--- src/rtl/core/pes_hp_pkg.sv ---
// ----------------------------------------------------------------------------
// pes_hp_pkg
// Shared types and constants of the PES header parser: the command word that
// travels from the front end to the back end, status codes and stream id
// ranges.
// ----------------------------------------------------------------------------
`default_nettype none

package pes_hp_pkg;

    // result status codes
    localparam logic [1:0] STATUS_OK         = 2'd0;
    localparam logic [1:0] STATUS_BAD_PREFIX = 2'd1;
    localparam logic [1:0] STATUS_BAD_MARKER = 2'd2;
    localparam logic [1:0] STATUS_TRUNCATED  = 2'd3;

    // byte positions of the fixed and optional header fields
    localparam logic [4:0] POS_ID      = 5'd3;
    localparam logic [4:0] POS_LEN_HI  = 5'd4;
    localparam logic [4:0] POS_LEN_LO  = 5'd5;
    localparam logic [4:0] POS_FLAGS   = 5'd7;
    localparam logic [4:0] POS_HDR_LEN = 5'd8;
    localparam logic [4:0] POS_PTS0    = 5'd9;
    localparam logic [4:0] POS_PTS1    = 5'd10;
    localparam logic [4:0] POS_PTS2    = 5'd11;
    localparam logic [4:0] POS_PTS3    = 5'd12;
    localparam logic [4:0] POS_PTS4    = 5'd13;
    localparam logic [4:0] POS_DTS0    = 5'd14;
    localparam logic [4:0] POS_DTS1    = 5'd15;
    localparam logic [4:0] POS_DTS2    = 5'd16;
    localparam logic [4:0] POS_DTS3    = 5'd17;
    localparam logic [4:0] POS_DTS4    = 5'd18;
    localparam logic [4:0] POS_NONE    = 5'd31;

    // stream id ranges
    localparam logic [7:0] ID_AUDIO_LO   = 8'hc0;
    localparam logic [7:0] ID_AUDIO_HI   = 8'hdf;
    localparam logic [7:0] ID_VIDEO_LO   = 8'he0;
    localparam logic [7:0] ID_VIDEO_HI   = 8'hef;
    localparam logic [7:0] ID_PRIVATE_1  = 8'hbd;
    localparam logic [7:0] ID_PRIVATE_2  = 8'hbf;

    localparam logic [7:0] MARKER_MASK   = 8'hc0;
    localparam logic [7:0] MARKER_VALUE  = 8'h80;
    localparam logic [7:0] FLAG_PTS      = 8'h80;
    localparam logic [7:0] FLAG_DTS      = 8'h40;

    localparam int QUEUE_DEPTH = 4;
    localparam int QPTR_W      = $clog2(QUEUE_DEPTH);

    typedef struct packed {
        logic [7:0] data_byte;
        logic [4:0] pos;
        logic       emit;
        logic [1:0] status;
    } cmd_t;

    function automatic logic id_ok(input logic [7:0] id);
        id_ok = (id >= ID_AUDIO_LO && id <= ID_AUDIO_HI) ||
                (id >= ID_VIDEO_LO && id <= ID_VIDEO_HI) ||
                (id == ID_PRIVATE_1) || (id == ID_PRIVATE_2);
    endfunction

endpackage

`default_nettype wire

--- src/rtl/core/pes_hp_front.sv ---
// ----------------------------------------------------------------------------
// pes_hp_front
// Byte front end: tracks the byte position, checks prefix and marker bits,
// finds header end or truncation and issues one command per header byte.
// ----------------------------------------------------------------------------
`default_nettype none

module pes_hp_front (
    input  wire logic          aclk,
    input  wire logic          aresetn,
    input  wire logic          s_valid,
    output logic               s_ready,
    input  wire logic [7:0]    s_data_byte,
    input  wire logic          s_last_byte,
    input  wire logic          q_full,
    output logic               q_push,
    output pes_hp_pkg::cmd_t   q_cmd
);
    import pes_hp_pkg::*;

    localparam logic PHASE_HEADER = 1'b0;
    localparam logic PHASE_SKIP   = 1'b1;

    logic       phase_reg, phase_next;
    logic [8:0] count_reg, count_next;
    logic [7:0] hdr_len_reg, hdr_len_next;

    logic       accept;
    logic [1:0] err;
    logic [7:0] hl_eff;
    logic       done;
    logic       emit;

    assign s_ready = (phase_reg == PHASE_SKIP) || !q_full;
    assign accept  = s_valid && s_ready;
    assign q_push  = accept && (phase_reg == PHASE_HEADER);

    always_comb begin
        err = STATUS_OK;
        if ((count_reg == 9'd0 || count_reg == 9'd1) && s_data_byte != 8'h00) begin
            err = STATUS_BAD_PREFIX;
        end else if (count_reg == 9'd2 && s_data_byte != 8'h01) begin
            err = STATUS_BAD_PREFIX;
        end else if (count_reg == 9'd6 && (s_data_byte & MARKER_MASK) != MARKER_VALUE) begin
            err = STATUS_BAD_MARKER;
        end
    end

    // header length byte counts toward the end check in its own cycle
    assign hl_eff = (count_reg == 9'd8) ? s_data_byte : hdr_len_reg;
    assign done   = (count_reg >= 9'd8) && (count_reg == ({1'b0, hl_eff} + 9'd8));
    assign emit   = (err != STATUS_OK) || done || s_last_byte;

    always_comb begin
        q_cmd.data_byte = s_data_byte;
        q_cmd.pos       = (count_reg < 9'd19) ? count_reg[4:0] : POS_NONE;
        q_cmd.emit      = emit;
        priority if (err != STATUS_OK) begin
            q_cmd.status = err;
        end else if (done) begin
            q_cmd.status = STATUS_OK;
        end else begin
            q_cmd.status = STATUS_TRUNCATED;
        end
    end

    always_comb begin
        phase_next   = phase_reg;
        count_next   = count_reg;
        hdr_len_next = hdr_len_reg;
        if (accept) begin
            unique case (phase_reg)
                PHASE_HEADER: begin
                    if (count_reg == 9'd8) begin
                        hdr_len_next = s_data_byte;
                    end
                    if (emit) begin
                        count_next = 9'd0;
                        phase_next = s_last_byte ? PHASE_HEADER : PHASE_SKIP;
                    end else begin
                        count_next = count_reg + 9'd1;
                    end
                end
                default: begin
                    if (s_last_byte) begin
                        phase_next = PHASE_HEADER;
                        count_next = 9'd0;
                    end
                end
            endcase
        end
    end

    always_ff @(posedge aclk) begin
        if (!aresetn) begin
            phase_reg   <= PHASE_HEADER;
            count_reg   <= 9'd0;
            hdr_len_reg <= 8'd0;
        end else begin
            phase_reg   <= phase_next;
            count_reg   <= count_next;
            hdr_len_reg <= hdr_len_next;
        end
    end

endmodule

`default_nettype wire

--- src/rtl/core/pes_hp_queue.sv ---
// ----------------------------------------------------------------------------
// pes_hp_queue
// Short command queue between front end and back end.
// ----------------------------------------------------------------------------
`default_nettype none

module pes_hp_queue (
    input  wire logic              aclk,
    input  wire logic              aresetn,
    input  wire logic              push,
    input  wire pes_hp_pkg::cmd_t  push_cmd,
    output logic                   full,
    input  wire logic              pop,
    output pes_hp_pkg::cmd_t       pop_cmd,
    output logic                   empty
);
    import pes_hp_pkg::*;

    cmd_t              mem_reg [QUEUE_DEPTH];
    logic [QPTR_W-1:0] wr_ptr_reg, wr_ptr_next;
    logic [QPTR_W-1:0] rd_ptr_reg, rd_ptr_next;
    logic [QPTR_W:0]   fill_reg, fill_next;

    assign full    = (fill_reg == (QPTR_W+1)'(QUEUE_DEPTH));
    assign empty   = (fill_reg == '0);
    assign pop_cmd = mem_reg[rd_ptr_reg];

    always_comb begin
        wr_ptr_next = push ? wr_ptr_reg + 1'b1 : wr_ptr_reg;
        rd_ptr_next = pop  ? rd_ptr_reg + 1'b1 : rd_ptr_reg;
        fill_next   = fill_reg + (QPTR_W+1)'(push) - (QPTR_W+1)'(pop);
    end

    always_ff @(posedge aclk) begin
        if (push) begin
            mem_reg[wr_ptr_reg] <= push_cmd;
        end
    end

    always_ff @(posedge aclk) begin
        if (!aresetn) begin
            wr_ptr_reg <= '0;
            rd_ptr_reg <= '0;
            fill_reg   <= '0;
        end else begin
            wr_ptr_reg <= wr_ptr_next;
            rd_ptr_reg <= rd_ptr_next;
            fill_reg   <= fill_next;
        end
    end

endmodule

`default_nettype wire

--- src/rtl/core/pes_hp_back.sv ---
// ----------------------------------------------------------------------------
// pes_hp_back
// Back end: captures header fields and time stamps from the commands and
// builds the result in an output register.
// ----------------------------------------------------------------------------
`default_nettype none

module pes_hp_back (
    input  wire logic              aclk,
    input  wire logic              aresetn,
    input  wire pes_hp_pkg::cmd_t  cmd,
    input  wire logic              q_empty,
    output logic                   q_pop,
    output logic                   m_valid,
    input  wire logic              m_ready,
    output logic [1:0]             m_status,
    output logic [7:0]             m_stream_id,
    output logic                   m_id_supported,
    output logic [15:0]            m_pes_length,
    output logic [8:0]             m_payload_offset,
    output logic                   m_have_pts,
    output logic [32:0]            m_pts,
    output logic                   m_have_dts,
    output logic [32:0]            m_dts
);
    import pes_hp_pkg::*;

    logic [7:0]  id_reg, id_next;
    logic [15:0] length_reg, length_next;
    logic [7:0]  flags_reg, flags_next;
    logic [7:0]  hdr_len_reg, hdr_len_next;
    logic [32:0] pts_reg, pts_next;
    logic [32:0] dts_reg, dts_next;

    logic        out_valid_reg, out_valid_next;
    logic        load;
    logic [7:0]  b;
    logic        hp, hd;
    logic [16:0] hl_plus3;

    logic [1:0]  status_reg;
    logic [7:0]  stream_id_reg;
    logic        id_sup_reg;
    logic [15:0] pes_len_reg;
    logic [8:0]  offset_reg;
    logic        have_pts_reg, have_dts_reg;
    logic [32:0] pts_out_reg, dts_out_reg;

    assign b     = cmd.data_byte;
    // a command without a result never waits on the output register
    assign q_pop = !q_empty && (!cmd.emit || !out_valid_reg || m_ready);
    assign load  = q_pop && cmd.emit;

    always_comb begin
        id_next      = id_reg;
        length_next  = length_reg;
        flags_next   = flags_reg;
        hdr_len_next = hdr_len_reg;
        pts_next     = pts_reg;
        dts_next     = dts_reg;
        case (cmd.pos)
            POS_ID:      id_next = b;
            POS_LEN_HI:  length_next = {b, 8'h00};
            POS_LEN_LO:  length_next = {length_reg[15:8], b};
            POS_FLAGS:   flags_next = b;
            POS_HDR_LEN: hdr_len_next = b;
            POS_PTS0:    pts_next = {b[3:1], 30'd0};
            POS_PTS1:    pts_next = pts_reg | {3'd0, b, 22'd0};
            POS_PTS2:    pts_next = pts_reg | {11'd0, b[7:1], 15'd0};
            POS_PTS3:    pts_next = pts_reg | {18'd0, b, 7'd0};
            POS_PTS4:    pts_next = pts_reg | {26'd0, b[7:1]};
            POS_DTS0:    dts_next = {b[3:1], 30'd0};
            POS_DTS1:    dts_next = dts_reg | {3'd0, b, 22'd0};
            POS_DTS2:    dts_next = dts_reg | {11'd0, b[7:1], 15'd0};
            POS_DTS3:    dts_next = dts_reg | {18'd0, b, 7'd0};
            POS_DTS4:    dts_next = dts_reg | {26'd0, b[7:1]};
            default: begin
            end
        endcase
    end

    assign hp       = ((flags_next & FLAG_PTS) != 8'd0) && (hdr_len_next >= 8'd5);
    assign hd       = hp && ((flags_next & FLAG_DTS) != 8'd0) && (hdr_len_next >= 8'd10);
    assign hl_plus3 = {9'd0, hdr_len_next} + 17'd3;

    always_comb begin
        out_valid_next = out_valid_reg;
        if (load) begin
            out_valid_next = 1'b1;
        end else if (m_ready) begin
            out_valid_next = 1'b0;
        end
    end

    always_ff @(posedge aclk) begin
        if (load) begin
            status_reg <= cmd.status;
            if (cmd.status == STATUS_OK) begin
                stream_id_reg <= id_next;
                id_sup_reg    <= id_ok(id_next);
                if ({1'b0, length_next} > hl_plus3) begin
                    pes_len_reg <= length_next - hl_plus3[15:0];
                end else begin
                    pes_len_reg <= length_next;
                end
                offset_reg   <= {1'b0, hdr_len_next} + 9'd9;
                have_pts_reg <= hp;
                pts_out_reg  <= hp ? pts_next : 33'd0;
                have_dts_reg <= hd;
                dts_out_reg  <= hd ? dts_next : 33'd0;
            end else begin
                stream_id_reg <= 8'd0;
                id_sup_reg    <= 1'b0;
                pes_len_reg   <= 16'd0;
                offset_reg    <= 9'd0;
                have_pts_reg  <= 1'b0;
                pts_out_reg   <= 33'd0;
                have_dts_reg  <= 1'b0;
                dts_out_reg   <= 33'd0;
            end
        end
    end

    always_ff @(posedge aclk) begin
        if (!aresetn) begin
            out_valid_reg <= 1'b0;
            id_reg        <= 8'd0;
            length_reg    <= 16'd0;
            flags_reg     <= 8'd0;
            hdr_len_reg   <= 8'd0;
            pts_reg       <= 33'd0;
            dts_reg       <= 33'd0;
        end else begin
            out_valid_reg <= out_valid_next;
            if (q_pop) begin
                id_reg      <= id_next;
                length_reg  <= length_next;
                flags_reg   <= flags_next;
                hdr_len_reg <= hdr_len_next;
                pts_reg     <= pts_next;
                dts_reg     <= dts_next;
            end
        end
    end

    assign m_valid          = out_valid_reg;
    assign m_status         = status_reg;
    assign m_stream_id      = stream_id_reg;
    assign m_id_supported   = id_sup_reg;
    assign m_pes_length     = pes_len_reg;
    assign m_payload_offset = offset_reg;
    assign m_have_pts       = have_pts_reg;
    assign m_pts            = pts_out_reg;
    assign m_have_dts       = have_dts_reg;
    assign m_dts            = dts_out_reg;

endmodule

`default_nettype wire

--- src/rtl/core/pes_header_parser_top.sv ---
// ----------------------------------------------------------------------------
// pes_header_parser_top
// MPEG-2 PES header parser: one packet byte per transaction in, one result
// per packet out.
// ----------------------------------------------------------------------------
// The block takes one byte per cycle while the queue has room and gives one
// result per packet, at the last header byte or at the first error (bad
// prefix, bad marker, truncation); the remaining bytes up to the last flag are
// swallowed. The front end classifies each byte and writes a command into a
// four-entry queue, and the back end retires one command per cycle, unless a
// result waits on the output, into the result register; a result passes the
// queue and then the result register. Bytes keep flowing while a result waits
// until the queue fills; bytes after a result are taken even then.
`default_nettype none

module pes_header_parser_top (
    input  wire logic        aclk,
    input  wire logic        aresetn,
    input  wire logic        s_valid,
    output logic             s_ready,
    input  wire logic [7:0]  s_data_byte,
    input  wire logic        s_last_byte,
    output logic             m_valid,
    input  wire logic        m_ready,
    output logic [1:0]       m_status,
    output logic [7:0]       m_stream_id,
    output logic             m_id_supported,
    output logic [15:0]      m_pes_length,
    output logic [8:0]       m_payload_offset,
    output logic             m_have_pts,
    output logic [32:0]      m_pts,
    output logic             m_have_dts,
    output logic [32:0]      m_dts
);
    import pes_hp_pkg::*;

    cmd_t push_cmd, pop_cmd;
    logic q_push, q_full, q_pop, q_empty;

    pes_hp_front u_front (
        .aclk        (aclk),
        .aresetn     (aresetn),
        .s_valid     (s_valid),
        .s_ready     (s_ready),
        .s_data_byte (s_data_byte),
        .s_last_byte (s_last_byte),
        .q_full      (q_full),
        .q_push      (q_push),
        .q_cmd       (push_cmd)
    );

    pes_hp_queue u_queue (
        .aclk     (aclk),
        .aresetn  (aresetn),
        .push     (q_push),
        .push_cmd (push_cmd),
        .full     (q_full),
        .pop      (q_pop),
        .pop_cmd  (pop_cmd),
        .empty    (q_empty)
    );

    pes_hp_back u_back (
        .aclk             (aclk),
        .aresetn          (aresetn),
        .cmd              (pop_cmd),
        .q_empty          (q_empty),
        .q_pop            (q_pop),
        .m_valid          (m_valid),
        .m_ready          (m_ready),
        .m_status         (m_status),
        .m_stream_id      (m_stream_id),
        .m_id_supported   (m_id_supported),
        .m_pes_length     (m_pes_length),
        .m_payload_offset (m_payload_offset),
        .m_have_pts       (m_have_pts),
        .m_pts            (m_pts),
        .m_have_dts       (m_have_dts),
        .m_dts            (m_dts)
    );

endmodule

`default_nettype wire

--- config.mk ---
export PLATFORM = sky130hd
export DESIGN_NAME = pes_header_parser_top
export DESIGN_NICKNAME = d
export VERILOG_FILES = /design/src/rtl/core/pes_hp_pkg.sv /design/src/rtl/core/pes_hp_front.sv /design/src/rtl/core/pes_hp_queue.sv /design/src/rtl/core/pes_hp_back.sv /design/src/rtl/core/pes_header_parser_top.sv
export SDC_FILE = /design/constraint.sdc
export NUM_CORES = 1
export LEC_CHECK = 0
export ABC_AREA = 1
export BUFFER_PORTS_ARGS = -buffer_cell sky130_fd_sc_hd__buf_2
export CAP_MARGIN = 10
export CORE_MARGIN = 2
export CORE_UTILIZATION = 48
export DETAILED_ROUTE_END_ITERATION = 10
export PLACE_DENSITY = 0.65
export SETUP_SLACK_MARGIN = 0.05
export SLEW_MARGIN = 0
export SYNTH_ARGS = -nofsm -noshare
export SYNTH_HDL_FRONTEND = slang
export SYNTH_HIERARCHICAL = 1
export SYNTH_SLANG_ARGS = --single-unit
--- constraint.sdc ---
create_clock -name aclk -period 4.3 [get_ports aclk]
set_input_delay 0.86 -clock aclk [delete_from_list [all_inputs] [get_ports aclk]]
set_output_delay 0.86 -clock aclk [all_outputs]
set_load 0.1 [all_outputs]
==> metrics.md, run 1 <==
| Metric | Value |
|---|---|
| CORE AREA | `0.0298 mm2` |
| CTS root buf | `sky130_fd_sc_hd__clkbuf_16` |
| Buf+Inv Stages, Crit Path | `5` |
| Xor and xnor area share after synthesis | `~1.0%` |
| Mapped Area | `between 0.01 and 0.015 mm2` |
| Classification of the worst setup path | `reg2reg` |
| Total via count in the routed design | `between 10000 and 15000` |
| Residual DRC count | `0` |
| Horizontal die dimension | `about 180 um` |
| Routed wire per std cell | `15.7 um` |
| Required time of the critical path | `about 4.6 ns` |
| Top flip-flop cell by instance count after synthesis | `sky130_fd_sc_hd__edfxtp_1` |
| Detailed-route vias per instance | `between 5 and 6` |
| Final worst path period share | `about nine tenths` |
| Die outline area | `around 0.032 mm2` |
| Max Freq | `0.262 GHz` |
| Number of nets in the final layout | `between 1500 and 2000` |
| Worst Max-Slew Pin Slew | `roughly 1.1 ns` |
| Final Setup Violations | `0` |
| Adder-Cell Fraction of Synth Area | `roughly 2.3%` |
| Initial Utilization | `48.9%` |
| End of the worst hold path | `u_queue/rd_ptr_reg[1]` |
| Share of synthesized area spent on multiplexers | `0%` |
| Pre-antenna DRT Iters | `6` |
| Post-Synthesis Net Count | `1720` |
| Synthesis-stage register bit count | `slightly below 300` |
| Endpoint class of the critical path | `flip-flop` |
| Mapped Avg Cell Area | `8.67 um2` |
| Max FFs per register | `64` |
| CP Cell Sequence | `a21oi_2, o21ai_1, nand2_1, inv_2, nor3_4, nand2_4, o21ai_1, inv_1, nand2_1, inv_1, nand3_1, xor2_1, ha_1, a21oi_1, inv_1, nor2_1, nand2_1, nand2_1, nand2_1, nand2_1, nand2_2, buf_4, o21ai_0, nor2_1` |
| Largest incremental delay on the critical path | `0.42 ns` |
| WP data arrival | `just over 4 ns` |
| GRT Residual Overflow | `0` |
| Area contributors post-synth | `sky130_fd_sc_hd__edfxtp_1, sky130_fd_sc_hd__dfxtp_1, sky130_fd_sc_hd__inv_1, sky130_fd_sc_hd__nand2_1, sky130_fd_sc_hd__o21ai_0` |
| Simple-gate share of the synthesized area | `between 15 and 20%` |
| Routability Congestion | `between 0.8 and 0.9` |
| Antenna Cells | `0` |
| Clock Latency Late Sink | `roughly 0.58 ns` |
| Startpoint Class | `flip-flop` |
| Depth of the worst register-to-register path | `24` |
| Leading cell type in the layout, fill and taps excluded | `sky130_fd_sc_hd__inv_1` |
| First-pass GRT wire length | `55000 um` |
| Dominant cell type by count on the critical path | `sky130_fd_sc_hd__nand2_1` |
| WHS Path Cells | `2` |
| Area fraction in compound gates after synthesis | `around 16%` |
| Reg-to-reg setup timing slack | `0.48 ns` |
| Largest family of logic cells by synthesized area | `simple AND/OR/NAND/NOR gates` |
| Area leader, netlist | `sky130_fd_sc_hd__edfxtp_1` |
| Initial antenna violation count | `0` |
| Fin. Hold Viols | `0` |
| Clock tree from TritonCTS | `yes` |
| Number of design-rule violations left by the first detailed-router iteration | `just over 900` |
| Synth Warn # | `6` |
| Sum of net half-perimeters after detailed placement | `23400 um` |
| I/O Pins | `between 100 and 150` |
| Largest fanout on the critical path | `21` |
| Clock buffers created by TritonCTS | `31` |
| FFs w/ async S/R, synth | `0%` |
| Overall track demand over capacity in global routing | `about 22%` |
| Number of enable-type register cells in the synthesized netlist | `about 170` |
| Run status | `completed` |
| Area grow syn2layout | `13.6%` |
| Final number of max-transition violations | `0` |
| Worst slew slack as a fraction of its limit | `between 20% and 30%` |
| Count of mapped cells out of synthesis | `between 1500 and 2000` |
| ANT nets after route | `0` |
| Origin of the worst min-delay path | `u_queue/rd_ptr_reg[1]` |
| Via count of the first global-routing pass | `roughly 11000` |
| Port Buffer Count | `~120` |
| Master of the slowest instance on the critical path | `sky130_fd_sc_hd__dfxtp_4` |
| Clock transition at the registers of the reported paths | `0.06 ns` |
| Max-cap violations | `0` |
| Sequential cell area fraction in the yosys report | `between 50% and 60%` |
| Cell family with most CP delay | `simple AND/OR/NAND/NOR gates` |
| Longest Clk Path Bufs | `3` |
| Pin count of the biggest net entering global routing | `roughly 80` |
| Classification of the worst-slack hold path | `reg2reg` |
| Overall die height | `around 180 um` |
| Overall routed net length | `roughly 35000 um` |
| Clk sink count | `approximately 300` |
| Unrepaired setup endpoints after global routing | `no` |
| Min Clock Period, post-route | `between 3 and 4 ns` |
| Post-route setup TNS | `0 ns` |
| Synth cell types | `46` |
| Area share of the largest cell type after synthesis | `roughly 35%` |
| Most frequent cells in the layout | `sky130_fd_sc_hd__inv_1, sky130_fd_sc_hd__nand2_1, sky130_fd_sc_hd__nor2_1, sky130_fd_sc_hd__edfxtp_1, sky130_fd_sc_hd__o21ai_0` |
| Largest clock skew in the final design | `roughly 0.033 ns` |
| Std-Cell Rows | `63` |
| Fraction of layout instances using a drive strength above 1 | `between 10% and 20%` |
| Core occupancy in the finished layout | `about 56%` |
| # H-tree levels | `1` |
| RR Endpoint | `u_back/m_pes_length[0]` |
## layout make-up
cell class,instances,area [um2]
multi-input combinational,1017,5430
clock inverter,12,100
clock buffer,46,925
sequential,296,7610
inverter,282,1070
fill,2774,13200
tap,390,488
timing repair buffer,161,930
## routing by layer
metal	part of all wire, %	vias up	global-route usage, %
met3	4.9	60	2.62
met4	2.9	0	7.11
met1	44	5310	29.3
met5	0	-	0
li1	-	5785	-
met2	48	313	36.4
## stage by stage
step           instances  hold slack (ns)  cell area (um2)  setup slack [ns]
6_report            2204            0.488            16600             0.483
5_1_grt             2204            0.516            16600            0.0395
4_1_cts             2199            0.487            16500             0.173
3_5_place_dp        2141            0.473            15500             0.201
3_3_place_gp        2141            0.466            15500             0.331
2_1_floorplan       1681            0.436            14600             0.300
## logic make-up after synthesis
family          Yosys count
fa+ha+maj                26
flops                   296
compound gates          401
simple gates            573
xor+xnor                 17
buf+inv                 368
## Yosys cell counts (2+ instances only)
| master | instances |
|---|---|
| sky130_fd_sc_hd__nand2_4 | 10 |
| sky130_fd_sc_hd__o21a_1 | 8 |
| sky130_fd_sc_hd__a21oi_2 | 14 |
| sky130_fd_sc_hd__buf_6 | 13 |
| sky130_fd_sc_hd__o21ai_1 | 17 |
| sky130_fd_sc_hd__inv_1 | 268 |
| sky130_fd_sc_hd__dfxtp_1 | 128 |
| sky130_fd_sc_hd__nor3_2 | 29 |
| sky130_fd_sc_hd__clkbuf_1 | 42 |
| sky130_fd_sc_hd__nand4_1 | 20 |
| sky130_fd_sc_hd__fa_1 | 2 |
| sky130_fd_sc_hd__ha_1 | 24 |
| sky130_fd_sc_hd__o211ai_1 | 44 |
| sky130_fd_sc_hd__clkinv_1 | 5 |
| sky130_fd_sc_hd__a21oi_1 | 130 |
| sky130_fd_sc_hd__nand3_1 | 54 |
| sky130_fd_sc_hd__nor2_2 | 7 |
| sky130_fd_sc_hd__nand2_1 | 252 |
| sky130_fd_sc_hd__xor2_1 | 14 |
| sky130_fd_sc_hd__a22oi_1 | 6 |
| sky130_fd_sc_hd__buf_1 | 7 |
| sky130_fd_sc_hd__nand2_2 | 7 |
| sky130_fd_sc_hd__nor2_1 | 169 |
| sky130_fd_sc_hd__inv_2 | 8 |
| sky130_fd_sc_hd__o22ai_1 | 20 |
| sky130_fd_sc_hd__o21ai_0 | 150 |
| sky130_fd_sc_hd__nor3_1 | 16 |
| sky130_fd_sc_hd__nand3b_1 | 3 |
| sky130_fd_sc_hd__clkbuf_4 | 2 |
| sky130_fd_sc_hd__buf_4 | 12 |
| sky130_fd_sc_hd__nor2_8 | 2 |
| sky130_fd_sc_hd__a31oi_1 | 3 |
| sky130_fd_sc_hd__xnor2_1 | 3 |
| sky130_fd_sc_hd__o21ai_2 | 5 |
| sky130_fd_sc_hd__edfxtp_1 | 168 |
| sky130_fd_sc_hd__buf_2 | 9 |
## worst reg2reg max path, cell delays in order, from the launching register on
cell	delay, ns
sky130_fd_sc_hd__dfxtp_4	0.42
sky130_fd_sc_hd__a21oi_2	0.15
sky130_fd_sc_hd__o21ai_1	0.07
sky130_fd_sc_hd__nand2_1	0.13
sky130_fd_sc_hd__inv_2	0.08
sky130_fd_sc_hd__nor3_4	0.24
sky130_fd_sc_hd__nand2_4	0.16
sky130_fd_sc_hd__o21ai_1	0.23
sky130_fd_sc_hd__inv_1	0.15
sky130_fd_sc_hd__nand2_1	0.10
sky130_fd_sc_hd__inv_1	0.07
sky130_fd_sc_hd__nand3_1	0.09
sky130_fd_sc_hd__xor2_1	0.20
sky130_fd_sc_hd__ha_1	0.31
sky130_fd_sc_hd__a21oi_1	0.20
sky130_fd_sc_hd__inv_1	0.08
sky130_fd_sc_hd__nor2_1	0.10
sky130_fd_sc_hd__nand2_1	0.08
sky130_fd_sc_hd__nand2_1	0.07
sky130_fd_sc_hd__nand2_1	0.08
sky130_fd_sc_hd__nand2_1	0.08
sky130_fd_sc_hd__nand2_2	0.07
sky130_fd_sc_hd__buf_4	0.18
sky130_fd_sc_hd__o21ai_0	0.19
sky130_fd_sc_hd__nor2_1	0.06
## worst max path at each step
stage / end / cells after the start / slack [ns] / startpoint
finish: u_back/m_pes_length[0] / 24 / 0.48 / flip-flop
global route: u_back/m_pes_length[2] / 24 / 0.04 / flip-flop
CTS: u_back/m_pes_length[7] / 22 / 0.17 / flip-flop
detailed placement: u_back/m_pes_length[7] / 22 / 0.20 / flip-flop
global placement: u_back/m_pes_length[4] / 22 / 0.33 / flip-flop
floorplan: u_back/m_dts[0] / 5 / 0.30 / m_ready
## timing repair
item | 4_1_cts | 5_1_grt
setup endpoints to repair | 0 | 15
hold buffers | 0 | 0
gates resized for setup | 0 | 7
setup buffers | 0 | 5
Power of run 1 is not shown: default switching activity piles up to over one toggle a cycle in this logic, so the estimate is an artifact.
==> inputs of run 2 (changes only) <==
==> constraint.sdc (replaced) <==
create_clock -name aclk -period 4.5 [get_ports aclk]
set_input_delay 0.9 -clock aclk [delete_from_list [all_inputs] [get_ports aclk]]
set_output_delay 0.9 -clock aclk [all_outputs]
set_load 0.1 [all_outputs]
==> metrics.md, run 2 (same netlist as run 1, synthesis figures left out) <==
| Metric | Value |
|---|---|
| Run status | `completed (unchanged)` |
| Largest fanout on the critical path | `21 (unchanged)` |
| Detailed-route vias per instance | `5.25 (was 5.20)` |
| Multi-input gate area in the final layout | `0.00544 mm2 (was 0.00543 mm2)` |
| Resize count post-CTS | `0 (unchanged)` |
| Die outline area | `0.0318 mm2 (unchanged)` |
| Residual DRC count | `0 (unchanged)` |
| Horizontal die dimension | `178 um (unchanged)` |
| Post-route setup TNS | `0 ns (unchanged)` |
| Buf+Inv Stages, Crit Path | `3 (was 5)` |
| Unrepaired setup endpoints after global routing | `no (unchanged)` |
| Startpoint Class | `flip-flop (unchanged)` |
| WP data arrival | `4.33 ns (was 4.15 ns)` |
| Classification of the worst-slack hold path | `reg2reg (unchanged)` |
| Filler cells | `2707 (was 2774)` |
| Initial antenna violation count | `0 (unchanged)` |
| Required time of the critical path | `4.82 ns (was 4.63 ns)` |
| I/O Pins | `119 (unchanged)` |
| CTS root buf | `sky130_fd_sc_hd__clkbuf_16 (unchanged)` |
| GRT Residual Overflow | `0 (unchanged)` |
| Pre-antenna DRT Iters | `5 (was 6)` |
| Overall track demand over capacity in global routing | `21.5% (was 21.7%)` |
| Worst Max-Slew Pin Slew | `0.946 ns (was 1.07 ns)` |
| Final worst path period share | `89.0% (was 88.8%)` |
| Number of nets in the final layout | `1821 (was 1828)` |
| Classification of the worst setup path | `reg2reg (unchanged)` |
| Std-Cell Rows | `63 (unchanged)` |
| Number of buffers added for setup after CTS | `0 (unchanged)` |
| CORE AREA | `0.0298 mm2 (unchanged)` |
| Max FFs per register | `64 (unchanged)` |
| Clock buffers created by TritonCTS | `31 (unchanged)` |
| Largest incremental delay on the critical path | `0.49 ns (was 0.42 ns)` |
| Antenna Cells | `0 (unchanged)` |
| Clock transition at the registers of the reported paths | `0.06 ns (about the same)` |
| Total via count in the routed design | `11500 (about the same)` |
| Sum of net half-perimeters after detailed placement | `23600 um (was 23400 um)` |
| Final number of max-transition violations | `0 (unchanged)` |
| Clock tree from TritonCTS | `yes (unchanged)` |
| Max-cap violations | `0 (unchanged)` |
| Dominant cell type by count on the critical path | `sky130_fd_sc_hd__nand2_1 (unchanged)` |
| Endpoint class of the critical path | `flip-flop (unchanged)` |
| Overall routed net length | `34300 um (was 34600 um)` |
| Min Clock Period, post-route | `4.00 ns (was 3.82 ns)` |
| Port Buffer Count | `118 (unchanged)` |
| Worst slew slack as a fraction of its limit | `36.3% (was 28.0%)` |
| Final Setup Violations | `0 (unchanged)` |
| ANT nets after route | `0 (unchanged)` |
| Total area of sequential cells | `0.00761 mm2 (unchanged)` |
| Number of design-rule violations left by the first detailed-router iteration | `957 (was 909)` |
| Largest clock skew in the final design | `0.0175 ns (was 0.0334 ns)` |
| Leading cell type in the layout, fill and taps excluded | `sky130_fd_sc_hd__inv_1 (unchanged)` |
| Master of the slowest instance on the critical path | `sky130_fd_sc_hd__dfxtp_4 (unchanged)` |
| Longest Clk Path Bufs | `3 (unchanged)` |
| CP Cell Sequence | `nand2_1, o211ai_1, nand2_1, nor3_4, nand2_4, nand2_1, o21ai_1, inv_1, nand2_1, inv_1, nand4_1, xor2_1, ha_1, nand2_1, a21oi_1, nor2_1, nand2_1, nand2_1, nand2_1, nand2_1, nand2_4, clkinvlp_2, nor2_1, nor2_1 (was a21oi_2, o21ai_1, nand2_1, inv_2, nor3_4, nand2_4, o21ai_1, inv_1, nand2_1, inv_1, nand3_1, xor2_1, ha_1, a21oi_1, inv_1, nor2_1, nand2_1, nand2_1, nand2_1, nand2_1, nand2_2, buf_4, o21ai_0, nor2_1)` |
| # hold bufs at CTS | `0 (unchanged)` |
| Via count of the first global-routing pass | `10600 (about the same)` |
| Overall die height | `178 um (unchanged)` |
| Routability Congestion | `0.916 (was 0.883)` |
| Most frequent cells in the layout | `sky130_fd_sc_hd__inv_1, sky130_fd_sc_hd__nand2_1, sky130_fd_sc_hd__nor2_1, sky130_fd_sc_hd__edfxtp_1, sky130_fd_sc_hd__o21ai_0 (unchanged)` |
| Fraction of layout instances using a drive strength above 1 | `16.3% (was 16.6%)` |
| Fin. Hold Viols | `0 (unchanged)` |
| Cell family with most CP delay | `simple AND/OR/NAND/NOR gates (unchanged)` |
| Clk sink count | `296 (unchanged)` |
| Area grow syn2layout | `13.3% (was 13.6%)` |
| Clock Latency Late Sink | `0.58 ns (about the same)` |
| # H-tree levels | `1 (unchanged)` |
| First-pass GRT wire length | `54500 um (was 55000 um)` |
| Max Freq | `0.250 GHz (was 0.262 GHz)` |
| Pin count of the biggest net entering global routing | `82 (was 79)` |
| Routed wire per std cell | `15.6 um (was 15.7 um)` |
| Initial Utilization | `48.9% (unchanged)` |
[run 2: area by class of cell]
cell class                      instances  area share, %
Sequential cell                       296           46.1
Timing Repair Buffer                  153           5.34
Inverter                              282           6.46
Tap cell                              390           2.95
Clock inverter                         15          0.894
Clock buffer                           43           5.28
Timing Repair inverter                  1         0.0303
Multi-Input combinational cell       1017           32.9
[run 2: stage by stage]
stage	hold slack, ns	cell area [um2]	utilization (%)	std cells	worst slack, ns
after global placement	0.474	15500	51.9	2138	0.284
after floorplan	0.436	14600	-	1681	0.460
after CTS	0.485	16500	55.3	2196	0.110
after global routing	0.523	16500	55.4	2197	0.0590
final	0.483	16500	55.4	2197	0.497
after detailed placement	0.471	15500	51.9	2138	0.137
[run 2: final timing paths]
kind	startpoint	endpoint	slack, ns	cells past startpoint
worst max-delay path	flip-flop	u_back/m_pes_length[4]	0.50	24
worst min register to register	u_queue/rd_ptr_reg[0]	u_queue/rd_ptr_reg[0]	0.48	1
worst max register to register	flip-flop	u_back/m_pes_length[4]	0.50	24
worst min-delay path	u_queue/rd_ptr_reg[0]	u_queue/rd_ptr_reg[0]	0.48	1
[run 2: layer usage]
| metal | wire length [um] | GRT usage (%) | part of all wire [%] |
|---|---|---|---|
| met3 | 1900 | 2.77 | 5.5 |
| met1 | 15200 | 29.1 | 44 |
| met2 | 16200 | 35.9 | 47 |
| met5 | 0 | 0 | 0 |
| met4 | 996 | 7.18 | 2.9 |
Power of run 2 is left out for the same reason.
==> inputs of run 3 (changes only) <==
--- a/config.mk
+++ b/config.mk
@@ -9,9 +9,9 @@
 export BUFFER_PORTS_ARGS = -buffer_cell sky130_fd_sc_hd__buf_2
 export CAP_MARGIN = 10
 export CORE_MARGIN = 2
-export CORE_UTILIZATION = 48
+export CORE_UTILIZATION = 45
 export DETAILED_ROUTE_END_ITERATION = 10
-export PLACE_DENSITY = 0.65
+export PLACE_DENSITY = 0.62
 export SETUP_SLACK_MARGIN = 0.05
 export SLEW_MARGIN = 0
 export SYNTH_ARGS = -nofsm -noshare
==> metrics.md, run 3 (same netlist as run 1, synthesis figures left out) <==
| Metric | Value |
|---|---|
| GRT Residual Overflow | `0 (unchanged)` |
| Min Clock Period, post-route | `4.02 ns (was 4.00 ns)` |
| Area grow syn2layout | `14.0% (was 13.3%)` |
| Number of nets in the final layout | `1826 (was 1821)` |
| Depth of the worst register-to-register path | `25 (was 24)` |
| Startpoint Class | `flip-flop (unchanged)` |
| Classification of the worst setup path | `reg2reg (unchanged)` |
| Overall track demand over capacity in global routing | `20.3% (was 21.5%)` |
| Initial Utilization | `46.0% (was 48.9%)` |
| WP data arrival | `4.29 ns (was 4.33 ns)` |
| Dominant cell type by count on the critical path | `sky130_fd_sc_hd__nand2_1 (unchanged)` |
| Clock Latency Late Sink | `0.52 ns (was 0.58 ns)` |
| Clock tree from TritonCTS | `yes (unchanged)` |
| Pin count of the biggest net entering global routing | `131 (was 82)` |
| I/O Pins | `119 (unchanged)` |
| Largest fanout on the critical path | `17 (was 21)` |
| Post-route setup TNS | `0 ns (unchanged)` |
| Initial antenna violation count | `0 (unchanged)` |
| First-pass GRT wire length | `55000 um (was 54500 um)` |
| Max-cap violations | `0 (unchanged)` |
| Final worst path period share | `89.4% (was 89.0%)` |
| Clk sink count | `296 (unchanged)` |
| ANT nets after route | `0 (unchanged)` |
| Clock transition at the registers of the reported paths | `0.06 ns (about the same)` |
| WHS Path Cells | `2 (was 1)` |
| Endpoint class of the critical path | `flip-flop (unchanged)` |
| Total via count in the routed design | `11600 (was 11500)` |
| Detailed-route vias per instance | `5.21 (was 5.25)` |
| Master of the slowest instance on the critical path | `sky130_fd_sc_hd__dfxtp_4 (unchanged)` |
| Dpl ws | `0.0706 ns (was 0.137 ns)` |
| Layer with the highest usage after global routing | `met2 (unchanged)` |
| Largest incremental delay on the critical path | `0.40 ns (was 0.49 ns)` |
| Max Freq | `0.248 GHz (was 0.250 GHz)` |
| Filler cells | `2997 (was 2707)` |
| Pre-antenna DRT Iters | `5 (unchanged)` |
| Leading cell type in the layout, fill and taps excluded | `sky130_fd_sc_hd__inv_1 (unchanged)` |
| Unrepaired setup endpoints after global routing | `no (unchanged)` |
| CTS root buf | `sky130_fd_sc_hd__clkbuf_16 (unchanged)` |
| Residual DRC count | `0 (unchanged)` |
| Classification of the worst-slack hold path | `reg2reg (unchanged)` |
| Std-Cell Rows | `65 (was 63)` |
| Die outline area | `0.0338 mm2 (was 0.0318 mm2)` |
| Fin. Hold Viols | `0 (unchanged)` |
| Horizontal die dimension | `184 um (was 178 um)` |
| Sum of net half-perimeters after detailed placement | `23800 um (was 23600 um)` |
| Final Setup Violations | `0 (unchanged)` |
| Clock buffers created by TritonCTS | `35 (was 31)` |
| Run status | `completed (unchanged)` |
| Port Buffer Count | `118 (unchanged)` |
| Antenna Cells | `0 (unchanged)` |
| Overall routed net length | `34600 um (was 34300 um)` |
| Fraction of layout instances using a drive strength above 1 | `16.7% (was 16.3%)` |
| Number of design-rule violations left by the first detailed-router iteration | `928 (was 957)` |
| Met1 track utilization from global routing | `26.3% (was 29.1%)` |
| Met2 track demand over resource in global routing | `34.5% (was 35.9%)` |
| Grt met3 use | `2.87% (was 2.77%)` |
| Longest Clk Path Bufs | `3 (unchanged)` |
| Worst slew slack as a fraction of its limit | `23.2% (was 36.3%)` |
| Max FFs per register | `64 (unchanged)` |
| Routability Congestion | `0.898 (was 0.916)` |
| Required time of the critical path | `4.76 ns (was 4.82 ns)` |
| Most frequent cells in the layout | `sky130_fd_sc_hd__inv_1, sky130_fd_sc_hd__nand2_1, sky130_fd_sc_hd__nor2_1, sky130_fd_sc_hd__edfxtp_1, sky130_fd_sc_hd__o21ai_0 (unchanged)` |
| Worst Max-Slew Pin Slew | `1.15 ns (was 0.946 ns)` |
| Largest clock skew in the final design | `0.0189 ns (was 0.0175 ns)` |
| Final number of max-transition violations | `0 (unchanged)` |
| CORE AREA | `0.0317 mm2 (was 0.0298 mm2)` |
| Overall die height | `184 um (was 178 um)` |
| # H-tree levels | `2 (was 1)` |
| Routed wire per std cell | `15.6 um (about the same)` |
| Worst setup margin | `0.475 ns (was 0.497 ns)` |
| Via count of the first global-routing pass | `10800 (was 10600)` |
==> run 3: cell count changes in the layout (fill, tap and decap cells not counted), moves of 2 or more <==
cell	previous run	this run
sky130_fd_sc_hd__clkinv_2	6	9
sky130_fd_sc_hd__bufinv_16	2	0
sky130_fd_sc_hd__clkinv_1	7	4
sky130_fd_sc_hd__inv_6	0	3
sky130_fd_sc_hd__clkbuf_16	32	36
sky130_fd_sc_hd__clkinvlp_4	2	5
==> run 3: layer usage <==
layer / vias up / share of wire [%] / routed length, um
met2: 314 / 48 / 16600
met5: - / 0 / 0
li1: 5789 / - / -
met3: 77 / 5.2 / 1810
met1: 5372 / 44 / 15100
met4: 0 / 3.1 / 1060
==> run 3: through the flow <==
| stage | hold slack (ns) | area (um2) | util (%) | std cells |
|---|---|---|---|---|
| 2_1_floorplan | 0.436 | 14600 | - | 1681 |
| 3_3_place_gp | 0.463 | 15500 | 48.7 | 2146 |
| 3_5_place_dp | 0.467 | 15500 | 48.7 | 2146 |
| 4_1_cts | 0.476 | 16600 | 52.2 | 2210 |
| 5_1_grt | 0.497 | 16600 | 52.4 | 2216 |
| 6_report | 0.469 | 16600 | 52.4 | 2216 |
==> run 3: worst max-delay path: cells and delay by family (launching register included) <==
family	cells	cell delay (ns)
AND/OR/NAND/NOR	14	1.59
adder cells (fa/ha/maj)	2	0.61
buffers and inverters	4	0.55
AO/OA/AOI/OAI	4	0.45
flip-flops	1	0.40
XOR/XNOR	1	0.16
==> run 3: path summary, 6_finish.rpt <==
check	start	to	slack, ns
worst max-delay path	flip-flop	u_back/m_pes_length[2]	0.48
worst min-delay path	u_queue/rd_ptr_reg[1]	flip-flop	0.47
worst max register to register	flip-flop	u_back/m_pes_length[2]	0.48
worst min register to register	u_queue/rd_ptr_reg[1]	flip-flop	0.47
==> run 3: area by class of cell <==
class	instances	area, um2	share of cell area, %
sequential	296	7610	45.8
multi-input combinational	1017	5440	32.7
inverter	282	1070	6.41
clock buffer	48	976	5.87
timing repair buffer	154	902	5.43
tap	402	503	3.03
clock inverter	16	114	0.685
timing repair inverter	1	7.51	0.0452
==> run 3: repair_timing <==
action | CTS | global route
setup buffers | 0 | 5
hold buffers | 0 | 0
gates resized for setup | 0 | 9
endpoints found under the setup margin | 0 | 15
Power of run 3 is left out for the same reason.
